File: src/rtl/facr_pkg.sv
// ----------------------------------------------------------------------------
// facr_pkg
// Shared types and constants of the fully associative cache lookup block:
// controller/datapath command and status structs, LFSR constants, widths.
// ----------------------------------------------------------------------------
package facr_pkg;

    // fixed widths of the result fields
    localparam int CNT_W     = 32;
    localparam int WAY_OUT_W = 2;
    localparam int LFSR_W    = 16;

    // parameter defaults
    localparam int NUM_WAYS_DEF    = 4;
    localparam int BLOCK_BYTES_DEF = 4;
    localparam int ADDR_WIDTH_DEF  = 32;

    // replacement lfsr: galois, right shift
    localparam logic [LFSR_W-1:0] SEED_DEFAULT = 16'hACE1;
    localparam logic [LFSR_W-1:0] LFSR_TAPS    = 16'hB400;
    localparam logic [CNT_W-1:0]  COUNT_MAX    = '1;

    // controller to datapath commands
    typedef struct packed {
        logic start;    // latch the address and the lfsr, start tag/victim division
        logic lookup;   // compare, update store and counters, load result
    } facr_cmd_t;

    // datapath to controller status
    typedef struct packed {
        logic div_done; // tag and victim index are ready
    } facr_status_t;

    // one step of the replacement lfsr
    function automatic logic [LFSR_W-1:0] lfsr_next(input logic [LFSR_W-1:0] v);
        logic [LFSR_W-1:0] s;
        s = v >> 1;
        if (v[0]) begin
            s = s ^ LFSR_TAPS;
        end
        return s;
    endfunction

endpackage

File: src/rtl/facr_cdiv.sv
// ----------------------------------------------------------------------------
// facr_cdiv
// Division by a constant. A power-of-two divisor is a shift and a mask;
// any other divisor takes one 16-bit digit per cycle through a reciprocal
// multiplication, most significant digit first.
// ----------------------------------------------------------------------------
module facr_cdiv #(
    parameter int DW      = 32,
    parameter int DIVISOR = 4
) (
    input  logic                             aclk,
    input  logic                             aresetn,
    input  logic                             start,
    input  logic [DW-1:0]                    dividend,
    output logic [DW-1:0]                    quot,
    output logic [$clog2(DIVISOR+1)-1:0]     rem,
    output logic                             done
);

    localparam int  RW       = $clog2(DIVISOR + 1);
    localparam bit  IS_POW2  = ((DIVISOR & (DIVISOR - 1)) == 0);
    localparam int  SHIFT    = $clog2(DIVISOR);

    generate
        if (IS_POW2) begin : g_shift
            logic [DW-1:0] dividend_reg;

            // capture operand, result is a shift and a mask
            always_ff @(posedge aclk) begin
                if (!aresetn) begin
                    dividend_reg <= '0;
                end else if (start) begin
                    dividend_reg <= dividend;
                end
            end

            assign quot = dividend_reg >> SHIFT;
            assign rem  = RW'(dividend_reg & DW'(DIVISOR - 1));
            assign done = 1'b1;

        end else begin : g_recip
            localparam int DIG  = 16;
            localparam int NDIG = (DW + DIG - 1) / DIG;
            localparam int PW   = NDIG * DIG;
            localparam int XW   = RW + DIG;
            localparam int LW   = $clog2(DIVISOR);
            localparam int MW   = XW + 1;
            localparam int PRW  = XW + MW;
            localparam int CW   = $clog2(NDIG + 1);
            // rounded-up reciprocal, exact for every XW-bit numerator
            localparam longint unsigned RECIP =
                ((64'd1 << (XW + LW)) + 64'(DIVISOR) - 64'd1) / 64'(DIVISOR);

            logic [PW-1:0]  num_reg,  num_next;
            logic [PW-1:0]  quo_reg,  quo_next;
            logic [RW-1:0]  rem_reg,  rem_next;
            logic [CW-1:0]  cnt_reg,  cnt_next;
            logic           busy_reg, busy_next;
            logic [XW-1:0]  chunk;
            logic [PRW-1:0] prod;
            logic [DIG-1:0] qdig;

            // one digit step: remainder and next digit, quotient by reciprocal
            always_comb begin
                num_next  = num_reg;
                quo_next  = quo_reg;
                rem_next  = rem_reg;
                cnt_next  = cnt_reg;
                busy_next = busy_reg;
                chunk     = {rem_reg, num_reg[PW-1 -: DIG]};
                prod      = PRW'(chunk) * PRW'(RECIP);
                qdig      = prod[XW + LW +: DIG];
                if (start) begin
                    num_next  = PW'(dividend);
                    quo_next  = '0;
                    rem_next  = '0;
                    cnt_next  = CW'(NDIG);
                    busy_next = 1'b1;
                end else if (busy_reg) begin
                    num_next = num_reg << DIG;
                    quo_next = (quo_reg << DIG) | PW'(qdig);
                    rem_next = RW'(chunk - XW'(qdig) * XW'(DIVISOR));
                    cnt_next = cnt_reg - CW'(1);
                    if (cnt_reg == CW'(1)) begin
                        busy_next = 1'b0;
                    end
                end
            end

            always_ff @(posedge aclk) begin
                if (!aresetn) begin
                    busy_reg <= 1'b0;
                    cnt_reg  <= '0;
                end else begin
                    busy_reg <= busy_next;
                    cnt_reg  <= cnt_next;
                end
                num_reg <= num_next;
                quo_reg <= quo_next;
                rem_reg <= rem_next;
            end

            assign quot = quo_reg[DW-1:0];
            assign rem  = rem_reg;
            assign done = !busy_reg;
        end
    endgenerate

endmodule

File: src/rtl/facr_datapath.sv
// ----------------------------------------------------------------------------
// facr_datapath
// Tag store with valid bits, tag compare and way selection, replacement
// lfsr, saturating hit/miss counters and the result register.
// ----------------------------------------------------------------------------
module facr_datapath #(
    parameter int NUM_WAYS    = facr_pkg::NUM_WAYS_DEF,
    parameter int BLOCK_BYTES = facr_pkg::BLOCK_BYTES_DEF,
    parameter int ADDR_WIDTH  = facr_pkg::ADDR_WIDTH_DEF
) (
    input  logic                              aclk,
    input  logic                              aresetn,
    input  facr_pkg::facr_cmd_t               cmd,
    output facr_pkg::facr_status_t            status,
    input  logic [ADDR_WIDTH-1:0]             s_byte_address,
    input  logic                              cfg_wr_en,
    input  logic [facr_pkg::LFSR_W-1:0]       cfg_wr_data,
    output logic                              m_hit,
    output logic [facr_pkg::WAY_OUT_W-1:0]    m_way_used,
    output logic [facr_pkg::CNT_W-1:0]        m_hits_so_far,
    output logic [facr_pkg::CNT_W-1:0]        m_misses_so_far
);
    import facr_pkg::*;

    localparam int WAYW = $clog2(NUM_WAYS);
    localparam int TW   = ADDR_WIDTH - ($clog2(BLOCK_BYTES + 1) - 1);
    localparam int VRW  = $clog2(NUM_WAYS + 1);

    logic [TW-1:0]         tag_store [NUM_WAYS];
    logic [NUM_WAYS-1:0]   valid_reg,  valid_next;
    logic [LFSR_W-1:0]     lfsr_reg,   lfsr_next_val;
    logic [CNT_W-1:0]      hit_cnt_reg, hit_cnt_next;
    logic [CNT_W-1:0]      miss_cnt_reg, miss_cnt_next;
    logic                  hit_reg;
    logic [WAY_OUT_W-1:0]  way_reg;

    logic [ADDR_WIDTH-1:0] tag_quot;
    logic [VRW-1:0]        vic_rem;
    logic                  tag_done, vic_done;
    logic [TW-1:0]         tag;

    logic [NUM_WAYS-1:0]   match;
    logic                  hit_any, free_any;
    logic [WAYW-1:0]       hit_way, free_way, sel_way;
    logic [WAYW+1:0]       way_wide;

    // tag = address / block size
    facr_cdiv #(
        .DW      (ADDR_WIDTH),
        .DIVISOR (BLOCK_BYTES)
    ) u_tag_div (
        .aclk     (aclk),
        .aresetn  (aresetn),
        .start    (cmd.start),
        .dividend (s_byte_address),
        .quot     (tag_quot),
        .rem      (),
        .done     (tag_done)
    );

    // victim = lfsr mod number of ways
    facr_cdiv #(
        .DW      (LFSR_W),
        .DIVISOR (NUM_WAYS)
    ) u_vic_div (
        .aclk     (aclk),
        .aresetn  (aresetn),
        .start    (cmd.start),
        .dividend (lfsr_reg),
        .quot     (),
        .rem      (vic_rem),
        .done     (vic_done)
    );

    assign tag             = tag_quot[TW-1:0];
    assign status.div_done = tag_done && vic_done;

    // compare against every way, lowest hit and lowest free way win
    always_comb begin
        hit_any  = 1'b0;
        free_any = 1'b0;
        hit_way  = '0;
        free_way = '0;
        for (int w = 0; w < NUM_WAYS; w++) begin
            match[w] = valid_reg[w] && (tag_store[w] == tag);
        end
        for (int w = NUM_WAYS - 1; w >= 0; w--) begin
            if (match[w]) begin
                hit_any = 1'b1;
                hit_way = WAYW'(w);
            end
            if (!valid_reg[w]) begin
                free_any = 1'b1;
                free_way = WAYW'(w);
            end
        end
    end

    // way reported and, on a miss, written
    always_comb begin
        if (hit_any) begin
            sel_way = hit_way;
        end else if (free_any) begin
            sel_way = free_way;
        end else begin
            sel_way = vic_rem[WAYW-1:0];
        end
        way_wide = (WAYW+2)'(sel_way);
    end

    // next state of valid bits, lfsr and counters
    always_comb begin
        valid_next    = valid_reg;
        lfsr_next_val = lfsr_reg;
        hit_cnt_next  = hit_cnt_reg;
        miss_cnt_next = miss_cnt_reg;
        if (cfg_wr_en) begin
            lfsr_next_val = (cfg_wr_data == '0) ? SEED_DEFAULT : cfg_wr_data;
        end
        if (cmd.lookup) begin
            if (hit_any) begin
                if (hit_cnt_reg != COUNT_MAX) begin
                    hit_cnt_next = hit_cnt_reg + CNT_W'(1);
                end
            end else begin
                if (miss_cnt_reg != COUNT_MAX) begin
                    miss_cnt_next = miss_cnt_reg + CNT_W'(1);
                end
                valid_next[sel_way] = 1'b1;
                if (!free_any) begin
                    lfsr_next_val = lfsr_next(lfsr_reg);
                end
            end
        end
    end

    always_ff @(posedge aclk) begin
        if (!aresetn) begin
            valid_reg    <= '0;
            lfsr_reg     <= SEED_DEFAULT;
            hit_cnt_reg  <= '0;
            miss_cnt_reg <= '0;
        end else begin
            valid_reg    <= valid_next;
            lfsr_reg     <= lfsr_next_val;
            hit_cnt_reg  <= hit_cnt_next;
            miss_cnt_reg <= miss_cnt_next;
        end
    end

    // tag fill and result register
    always_ff @(posedge aclk) begin
        if (cmd.lookup) begin
            if (!hit_any) begin
                tag_store[sel_way] <= tag;
            end
            hit_reg <= hit_any;
            way_reg <= way_wide[WAY_OUT_W-1:0];
        end
    end

    assign m_hit           = hit_reg;
    assign m_way_used      = way_reg;
    assign m_hits_so_far   = hit_cnt_reg;
    assign m_misses_so_far = miss_cnt_reg;

endmodule

File: src/rtl/facr_ctrl.sv
// ----------------------------------------------------------------------------
// facr_ctrl
// Sequencer: accepts one transaction, waits for the tag and victim index,
// runs the lookup when the result register is free, drives output valid.
// ----------------------------------------------------------------------------
module facr_ctrl (
    input  logic                    aclk,
    input  logic                    aresetn,
    input  logic                    s_valid,
    output logic                    s_ready,
    output logic                    m_valid,
    input  logic                    m_ready,
    output facr_pkg::facr_cmd_t     cmd,
    input  facr_pkg::facr_status_t  status
);
    import facr_pkg::*;

    typedef enum logic [0:0] {
        ST_IDLE,
        ST_WORK
    } state_t;

    state_t state_reg, state_next;
    logic   m_valid_reg, m_valid_next;
    logic   out_free;

    assign out_free = !m_valid_reg || m_ready;
    assign s_ready  = (state_reg == ST_IDLE);
    assign m_valid  = m_valid_reg;

    // commands and next state
    always_comb begin
        state_next   = state_reg;
        m_valid_next = m_valid_reg;
        cmd.start    = 1'b0;
        cmd.lookup   = 1'b0;
        if (m_valid_reg && m_ready) begin
            m_valid_next = 1'b0;
        end
        case (state_reg)
            ST_IDLE: begin
                if (s_valid) begin
                    cmd.start  = 1'b1;
                    state_next = ST_WORK;
                end
            end
            ST_WORK: begin
                if (status.div_done && out_free) begin
                    cmd.lookup   = 1'b1;
                    m_valid_next = 1'b1;
                    state_next   = ST_IDLE;
                end
            end
            default: begin
                state_next = ST_IDLE;
            end
        endcase
    end

    always_ff @(posedge aclk) begin
        if (!aresetn) begin
            state_reg   <= ST_IDLE;
            m_valid_reg <= 1'b0;
        end else begin
            state_reg   <= state_next;
            m_valid_reg <= m_valid_next;
        end
    end

endmodule

File: src/rtl/fully_assoc_cache_random_replace.sv
// Fully associative tag cache with random replacement. Each transaction on
// the s_ side carries a byte address; one result per transaction comes out
// on the m_ side with the hit flag, the way used and the saturating hit and
// miss counts including that access. A transaction is taken while the block
// is idle. With power-of-two BLOCK_BYTES and NUM_WAYS the lookup runs in the
// work state after acceptance, once the result register is free, and loads
// the result before the block returns to idle to take a new transaction. A
// BLOCK_BYTES that is not a power of two runs the tag through a divider that
// handles one 16-bit digit per cycle (ADDR_WIDTH/16 digits, rounded up), and
// a NUM_WAYS that is not a power of two runs the 16-bit LFSR through one such
// digit step for the victim index; the lookup waits until both are done. A
// result that has not been taken holds back the next lookup, so one further
// transaction is accepted and the input stays blocked until the result is taken.
// Writing cfg_wr_data loads the replacement LFSR (zero loads the default
// seed 0xACE1); write it only while the block is idle.
// ----------------------------------------------------------------------------
// fully_assoc_cache_random_replace
// Top level: controller and datapath of the fully associative tag lookup.
// ----------------------------------------------------------------------------
module fully_assoc_cache_random_replace #(
    parameter int NUM_WAYS    = facr_pkg::NUM_WAYS_DEF,
    parameter int BLOCK_BYTES = facr_pkg::BLOCK_BYTES_DEF,
    parameter int ADDR_WIDTH  = facr_pkg::ADDR_WIDTH_DEF
) (
    input  logic                              aclk,
    input  logic                              aresetn,
    input  logic                              s_valid,
    output logic                              s_ready,
    input  logic [ADDR_WIDTH-1:0]             s_byte_address,
    output logic                              m_valid,
    input  logic                              m_ready,
    output logic                              m_hit,
    output logic [facr_pkg::WAY_OUT_W-1:0]    m_way_used,
    output logic [facr_pkg::CNT_W-1:0]        m_hits_so_far,
    output logic [facr_pkg::CNT_W-1:0]        m_misses_so_far,
    input  logic                              cfg_wr_en,
    input  logic [facr_pkg::LFSR_W-1:0]       cfg_wr_data
);
    import facr_pkg::*;

    facr_cmd_t    cmd;
    facr_status_t status;

    // sequencer
    facr_ctrl u_ctrl (
        .aclk    (aclk),
        .aresetn (aresetn),
        .s_valid (s_valid),
        .s_ready (s_ready),
        .m_valid (m_valid),
        .m_ready (m_ready),
        .cmd     (cmd),
        .status  (status)
    );

    // tag store, lfsr, counters, result
    facr_datapath #(
        .NUM_WAYS    (NUM_WAYS),
        .BLOCK_BYTES (BLOCK_BYTES),
        .ADDR_WIDTH  (ADDR_WIDTH)
    ) u_datapath (
        .aclk            (aclk),
        .aresetn         (aresetn),
        .cmd             (cmd),
        .status          (status),
        .s_byte_address  (s_byte_address),
        .cfg_wr_en       (cfg_wr_en),
        .cfg_wr_data     (cfg_wr_data),
        .m_hit           (m_hit),
        .m_way_used      (m_way_used),
        .m_hits_so_far   (m_hits_so_far),
        .m_misses_so_far (m_misses_so_far)
    );

endmodule
File: config.mk
export PLATFORM = sky130hd
export DESIGN_NAME = fully_assoc_cache_random_replace
export DESIGN_NICKNAME = d
export VERILOG_FILES = /design/src/rtl/facr_pkg.sv /design/src/rtl/facr_cdiv.sv /design/src/rtl/facr_datapath.sv /design/src/rtl/facr_ctrl.sv /design/src/rtl/fully_assoc_cache_random_replace.sv
export SDC_FILE = /design/constraint.sdc
export NUM_CORES = 1
export LEC_CHECK = 0
export BUFFER_PORTS_ARGS = -buffer_cell sky130_fd_sc_hd__buf_2
export CORE_UTILIZATION = 60
export CTS_BUF_LIST = sky130_fd_sc_hd__clkbuf_8
export DETAILED_ROUTE_END_ITERATION = 8
export PLACE_DENSITY = 0.82
export RECOVER_POWER = 50
export SLEW_MARGIN = 20
export SYNTH_ARGS = -nofsm -noshare
export SYNTH_HDL_FRONTEND = slang
export SYNTH_SLANG_ARGS = --single-unit
File: constraint.sdc
create_clock -name aclk -period 4.3 [get_ports aclk]
set_input_delay 0.86 -clock aclk [delete_from_list [all_inputs] [get_ports aclk]]
set_output_delay 0.86 -clock aclk [all_outputs]
set_load 0.05 [all_outputs]
==> results of run 1 <==
-- cells by family (layout without fill, tap and decap cells) --
group | Yosys count | after routing
XOR/XNOR | 148 | 148
AND/OR/NAND/NOR | 407 | 407
adder cells (fa/ha/maj) | 2 | 2
buffers and inverters | 82 | 213
multiplexers | 20 | 20
flip-flops | 241 | 241
AO/OA/AOI/OAI | 113 | 113
-- layout by cell type, fill, tap and decap left out, types with 4 or more instances in the layout --
cell type,synthesis,layout
o31ai_1,7,7
or4_1,8,8
clkbuf_8,0,49
buf_2,4,57
o221ai_1,8,8
nor3_1,12,12
nor2_2,0,4
nor4_1,34,34
o21a_1,4,4
clkbuf_1,58,63
o31a_1,5,5
o21ai_0,15,15
a211oi_1,8,8
buf_4,2,9
edfxtp_1,123,123
dfxtp_1,118,118
clkinv_2,0,4
a21oi_1,55,55
nand3_1,39,39
nand2b_1,12,12
or3_1,16,16
nor2_1,53,49
inv_1,12,26
nand4_1,69,69
nand2_1,133,133
and3_1,6,6
mux2i_1,20,20
xnor2_1,142,142
xor2_1,6,6
-- layout make-up --
cell class | instances | area [sq um]
repair buffers | 129 | 589.3
clock inverters | 22 | 118.9
flip-flops and latches | 241 | 6056
multi-input cells | 690 | 4332
fillers | 1285 | 5256
inverters | 13 | 48.80
well taps | 225 | 281.5
clock buffers | 49 | 674.4
-- per-layer routing --
layer,GRT usage,vias up,routed length (um),share of wire
li1,-,3853,-,-
met1,0.3818,3839,11000,0.45
met2,0.4175,279,11170,0.46
met3,0.04901,51,1536,0.063
met4,0.1199,0,758,0.031
met5,0,-,0,0
-- worst max-delay path, cell delays in order --
cell,delay [ns]
buf_2,0.07
clkbuf_1,1.37
inv_2,0.79
buf_4,0.52
a21oi_1,0.21
-- worst max path at each step --
stage                                                                    from                                                          to  slack [ns]  cells past startpoint
detailed placement  u_datapath.u_tag_div.g_shift.dividend_reg[8]$_SDFFE_PN0P_                          u_datapath.lfsr_reg[10]$_SDFF_PN1_        1.04                      8
CTS                 u_datapath.u_tag_div.g_shift.dividend_reg[8]$_SDFFE_PN0P_                          u_datapath.lfsr_reg[10]$_SDFF_PN1_        1.02                      8
global route        u_datapath.u_tag_div.g_shift.dividend_reg[8]$_SDFFE_PN0P_                          u_datapath.lfsr_reg[10]$_SDFF_PN1_        0.62                      8
global placement                                                      m_ready                  u_datapath.m_misses_so_far[6]$_SDFFE_PN0P_        1.13                      9
finish                                                                aresetn  u_datapath.u_tag_div.g_shift.dividend_reg[17]$_SDFFE_PN0P_        0.90                      5
floorplan                                                             m_ready                        u_datapath.tag_store[1][0]$_DFFE_PP_        0.36                      8
-- power by group through the flow --
stage | registers (mW) | clock network [mW] | logic (mW)
after detailed placement | 2.61 | 0 | 0.311
after global placement | 2.61 | 0 | 0.304
after global routing | 2.57 | 2.11 | 0.343
after CTS | 2.57 | 2.00 | 0.313
final | 2.57 | 1.98 | 0.313
after floorplan | 2.57 | 0 | 0.240
-- per-stage QoR --
step / util / cells / hold slack, ns / setup slack (ns) / total power [mW]
floorplan: - / 1013 / 0.4328 / 0.3622 / 2.813
CTS: 0.7018 / 1369 / 0.4521 / 1.017 / 4.881
global route: 0.6972 / 1369 / 0.4908 / 0.6176 / 5.023
finish: 0.6972 / 1369 / 0.4495 / 0.8974 / 4.859
detailed placement: 0.6561 / 1298 / 0.4448 / 1.042 / 2.925
global placement: 0.6561 / 1298 / 0.4429 / 1.130 / 2.913
==> summary.txt, run 1 <==
Status
  – Status: complete, but fails checks
  – Failing checks: capacitance limit, slew limit

Clock tree
  – H-tree Lvls: 2
  – Post-CTS Resized: 0
  – Cell chosen for the clock root: clkbuf_8
  – Clock Sinks: 241
  – Post-CTS setup buffer count: 0
  – Worst skew pair latency: 0.55 ns
  – Clock Tree Buf Depth: 3
  – Total CTS buffers: 40
  – CTS clk-pin slew, worst paths: 0.06 ns
  – Hold-fix buffers, CTS: 0
  – CTS tree: yes

Yosys
  – Post-Synth XOR/XNOR Area: 0.1210
  – Most frequent cells after synthesis: xnor2_1 (142), nand2_1 (133), edfxtp_1 (123)
  – Synth Area in Compound Gates: 0.06472
  – Yosys reg bits: 241
  – Most frequent cell after synthesis: xnor2_1
  – Post-synth EDFFs: 123
  – Largest family of logic cells by synthesized area: simple AND/OR/NAND/NOR gates
  – Ys Warns: 0
  – Mapped Nets: 1068
  – Post-synthesis instance total: 1013
  – Top cell type's share of synthesized area: 0.3449
  – Part of the Yosys area used for sequential elements: 0.5654
  – Top flip-flop cell by instance count after synthesis: edfxtp_1
  – FFs w/ async S/R, synth: 0
  – Synth cell types: 53
  – Syn_area_per_cell: 10.57 sq um
  – Post-synth top area cell: edfxtp_1
  – Simple-gate area share of the yosys netlist: 0.1965
  – Adder-cell share of the synthesized area: 0.002336
  – Multiplexer share of the synthesized area: 0.01869
  – Synth area leaders: edfxtp_1 (34%), dfxtp_1 (22%), xnor2_1 (12%)
  – Synthesized area: 10710 sq um

Cells and area
  – P&R area growth vs syn: 12.98%
  – Largest reg by FF count: u_datapath.tag_store
  – Largest register FFs: 120
  – Final nets: 1170
  – Diodes inserted: 0
  – Fin area: 12100 sq um
  – Layout cells sized above 1: 0.1198

STA
  – Clk_skew: 0.02880 ns
  – Final setup violation count: 0
  – Fin. Hold Viols: 0
  – Setup TNS: 0 ns
  – Slew Viols, Final: 44
  – RSZ-0062 raised after global routing: false
  – Worst rel slew slack: -0.2839
  – Max frequency: 293.9 MHz
  – Worst slew pin tran: 1.926 ns
  – Tcrit/Tclk final: 0.7913
  – Final min period: 3.403 ns

Critical path
  – CP required: 4.75 ns
  – Critical R2R Launch: u_datapath.u_tag_div.g_shift.dividend_reg[6]$_SDFFE_PN0P_
  – Reg2reg end: u_datapath.lfsr_reg[10]$_SDFF_PN1_
  – CP Capture Type: register
  – Reg2reg path depth: 8
  – Crit path kind: primary input to register
  – Reg2reg setup slack: 0.91 ns
  – Startpoint types: primary input
  – Worst Path Arrival: 3.86 ns
  – Critical path peak fanout: 43

Power
  – Clock network power share: 0.407
  – Sw frac: 0.2405
  – Combinational power share: 0.064
  – Lkg Pwr: 3.941 nW
  – PD cells: 401.6 nW/um^2
  – Sw power: 1.169 mW
  – Flop pwr share: 0.528
  – Peak supply drop: 0.2444 mV
  – Internal: 3.691 mW

Floorplanning
  – Core area: 17360 sq um
  – I/O pin cnt: 122
  – Initial Utilization: 0.6171
  – Row count: 48
  – DIE WIDTH: 135.6 um
  – Total Die Area: 18390 sq um
  – Die height: 135.6 um

Global route
  – Vias in the first global route: 7505
  – Largest net degree at the start of global routing: 44
  – Total grt overflow: 0
  – Initial antenna violation count: 1
  – Total track usage: 0.2735
  – First-pass GRT wire length: 38730 um

Run
  – Max-cap viol count: 1

Min path
  – Hold Path Sink: u_datapath.u_vic_div.g_shift.dividend_reg[0]$_SDFFE_PN0P_
  – Worst hold path type: register to register
  – Hold path startpoint: u_datapath.u_vic_div.g_shift.dividend_reg[0]$_SDFFE_PN0P_
  – WHS Path Cells: 2

Detailed routing
  – Number of DRC markers in iteration 0: 607
  – DRC violations left: 0
  – Via-to-Cell Ratio: 5.860
  – Remaining antenna violation count: 0
  – Total number of vias: 8022
  – TritonRoute pass-1 iters: 7
  – DR WL/cell: 17.87 um
  – DRT Wirelength: 24470 um

Place
  – GP Congestion: 0.8925
  – Port bufs: 119
  – Post-DP HPWL: 16560 um
  – DP Area: 11390 sq um
(Power assumes the default switching activity.)
==> run 2, diff against run 1 <==
- CORE_UTILIZATION: 60 -> 55
- PLACE_DENSITY: 0.82 -> 0.79
- clock period: 4.3 -> 3 ns (I/O delays scaled with it)
==> summary.txt, run 2 (synthesis gave the netlist of run 1 again) <==
Critical path
  – Reg2reg end: u_datapath.m_misses_so_far[9]$_SDFFE_PN0P_
  – CP max stage delay: 0.67 ns
  – Worst-path cell chain: xnor2_1 -> nand4_1 -> nor4_1 -> a21boi_0 -> nand4_1 -> buf_4 -> or2_1 -> o21ai_0 -> a21oi_1
  – Most frequent CP cell: nand4_1
  – CP Capture Type: register
  – Reg2reg path depth: 9
  – Reg2reg setup slack: 0.04 ns
  – CP required: 3.46 ns
  – Startpoint types: register
  – Worst Path Arrival: 3.42 ns
  – Crit path kind: register to register
  – Slowest CP cell: nor4_1
  – Critical R2R Launch: u_datapath.u_tag_div.g_shift.dividend_reg[4]$_SDFFE_PN0P_
  – Critical path peak fanout: 16

Floorplanning
  – Die height: 141.5 um
  – Total Die Area: 20040 sq um
  – I/O pin cnt: 122
  – Initial Utilization: 0.5669
  – Row count: 50
  – DIE WIDTH: 141.5 um
  – Core area: 18890 sq um

Place
  – GP Congestion: 0.9844
  – Setup slack at placement: 0.06641 ns
  – DP Area: 11900 sq um
  – Post-DP HPWL: 17670 um
  – Port bufs: 119

Clock tree
  – Post-CTS Resized: 0
  – Clock Sinks: 241
  – Hold-fix buffers, CTS: 0
  – CTS clk-pin slew, worst paths: 0.06 ns
  – CTS tree: yes
  – Post-CTS setup buffer count: 0
  – Worst skew pair latency: 0.53 ns
  – Clock Tree Buf Depth: 3
  – Total CTS buffers: 39
  – H-tree Lvls: 2
  – Cell chosen for the clock root: clkbuf_8

STA
  – Final setup violation count: 0
  – Worst rel slew slack: -0.1440
  – Final WS setup: 0.03570 ns
  – Tcrit/Tclk final: 0.9881
  – Fin. Hold Viols: 0
  – Clk_skew: 0.02081 ns
  – Slew Viols, Final: 33
  – Max frequency: 337.3 MHz
  – Final min period: 2.964 ns
  – Worst slew pin tran: 1.716 ns

Global route
  – Total track usage: 0.2618
  – First-pass GRT wire length: 41170 um
  – Vias in the first global route: 7977
  – Largest net degree at the start of global routing: 91
  – Initial antenna violation count: 0
  – Total grt overflow: 0

Status
  – Status: complete, but fails checks
  – Failing checks: capacitance limit, slew limit

Cells and area
  – P&R area growth vs syn: 17.70%
  – Largest register FFs: 120
  – Layout cells sized above 1: 0.1587
  – Diodes inserted: 0
  – Largest reg by FF count: u_datapath.tag_store
  – Fillcell total: 1519
  – Final nets: 1223
  – Fin area: 12610 sq um
  – Most frequent cells in the layout: xnor2_1 (141), nand2_1 (133), edfxtp_1 (123)
  – Commonest non-fill, non-tap cell in the layout: xnor2_1

Detailed routing
  – DRC violations left: 0
  – DR WL/cell: 17.79 um
  – Total number of vias: 8391
  – TritonRoute pass-1 iters: 6
  – Via-to-Cell Ratio: 5.759
  – DRT Wirelength: 25930 um
  – Number of DRC markers in iteration 0: 711
  – Remaining antenna violation count: 0

Power
  – Power Total: 7.050 mW
  – PD cells: 559.3 nW/um^2
  – Lkg Pwr: 4.201 nW
  – Peak supply drop: 0.5289 mV

Min path
  – Hold Path Sink: u_datapath.u_tag_div.g_shift.dividend_reg[22]$_SDFFE_PN0P_
  – WHS Path Cells: 3
  – Worst hold path type: primary input to register
  – Hold path startpoint: s_byte_address[22]

Run
  – Max-cap viol count: 1
[run 2: through the flow]
step | hold WS, ns | std cells | TNS (ns) | util
after floorplan | 0.4328 | 1013 | -11.51 | -
after global placement | 0.4440 | 1387 | 0 | 0.6297
after detailed placement | 0.4567 | 1387 | 0 | 0.6297
after CTS | 0.2771 | 1457 | 0 | 0.6723
after global routing | 0.2989 | 1457 | -1.216 | 0.6672
final | 0.3013 | 1457 | 0 | 0.6672
[run 2: layer usage]
| metal | vias to the layer above | track usage | part of all wire |
|---|---|---|---|
| met1 | 4057 | 0.3536 | 0.44 |
| li1 | 3959 | - | - |
| met5 | - | 0 | 0 |
| met3 | 47 | 0.05501 | 0.066 |
| met4 | 0 | 0.08036 | 0.023 |
| met2 | 328 | 0.4239 | 0.47 |
[run 2: area by class of cell]
type	count	area (sq um)	area share
clock buffers	51	701.9	0.05568
clock inverters	19	102.6	0.008139
inverters	13	48.80	0.003871
multi-input cells	690	4375	0.3471
flip-flops and latches	241	6063	0.4810
well taps	260	325.3	0.02581
repair buffers	183	988.4	0.07841
[run 2: where the power goes]
| part | internal [mW] | switching [mW] |
|---|---|---|
| registers | 3.56 | 0.0898 |
| clock network | 1.60 | 1.26 |
| logic | 0.203 | 0.331 |
[run 2: worst max-delay path by stage]
stage	start	endpoint	slack (ns)	depth (start not counted)
detailed placement	u_datapath.u_tag_div.g_shift.dividend_reg[4]$_SDFFE_PN0P_	u_datapath.m_hits_so_far[21]$_SDFFE_PN0P_	0.07	8
global route	u_datapath.u_tag_div.g_shift.dividend_reg[4]$_SDFFE_PN0P_	u_datapath.m_hits_so_far[21]$_SDFFE_PN0P_	-0.12	8
global placement	u_datapath.u_tag_div.g_shift.dividend_reg[6]$_SDFFE_PN0P_	u_datapath.m_hits_so_far[21]$_SDFFE_PN0P_	0.18	8
floorplan	m_ready	u_datapath.tag_store[1][0]$_DFFE_PP_	-0.19	8
CTS	u_datapath.u_tag_div.g_shift.dividend_reg[6]$_SDFFE_PN0P_	u_datapath.m_hits_so_far[21]$_SDFFE_PN0P_	0.02	8
finish	u_datapath.u_tag_div.g_shift.dividend_reg[4]$_SDFFE_PN0P_	u_datapath.m_misses_so_far[9]$_SDFFE_PN0P_	0.04	9
[run 2: critical path, delay by kind of cell (launching register included)]
| kind | cells | cell delay [ns] |
|---|---|---|
| simple gates | 4 | 1.39 |
| flops | 1 | 0.57 |
| compound gates | 3 | 0.49 |
| buf+inv | 1 | 0.24 |
| xor+xnor | 1 | 0.21 |
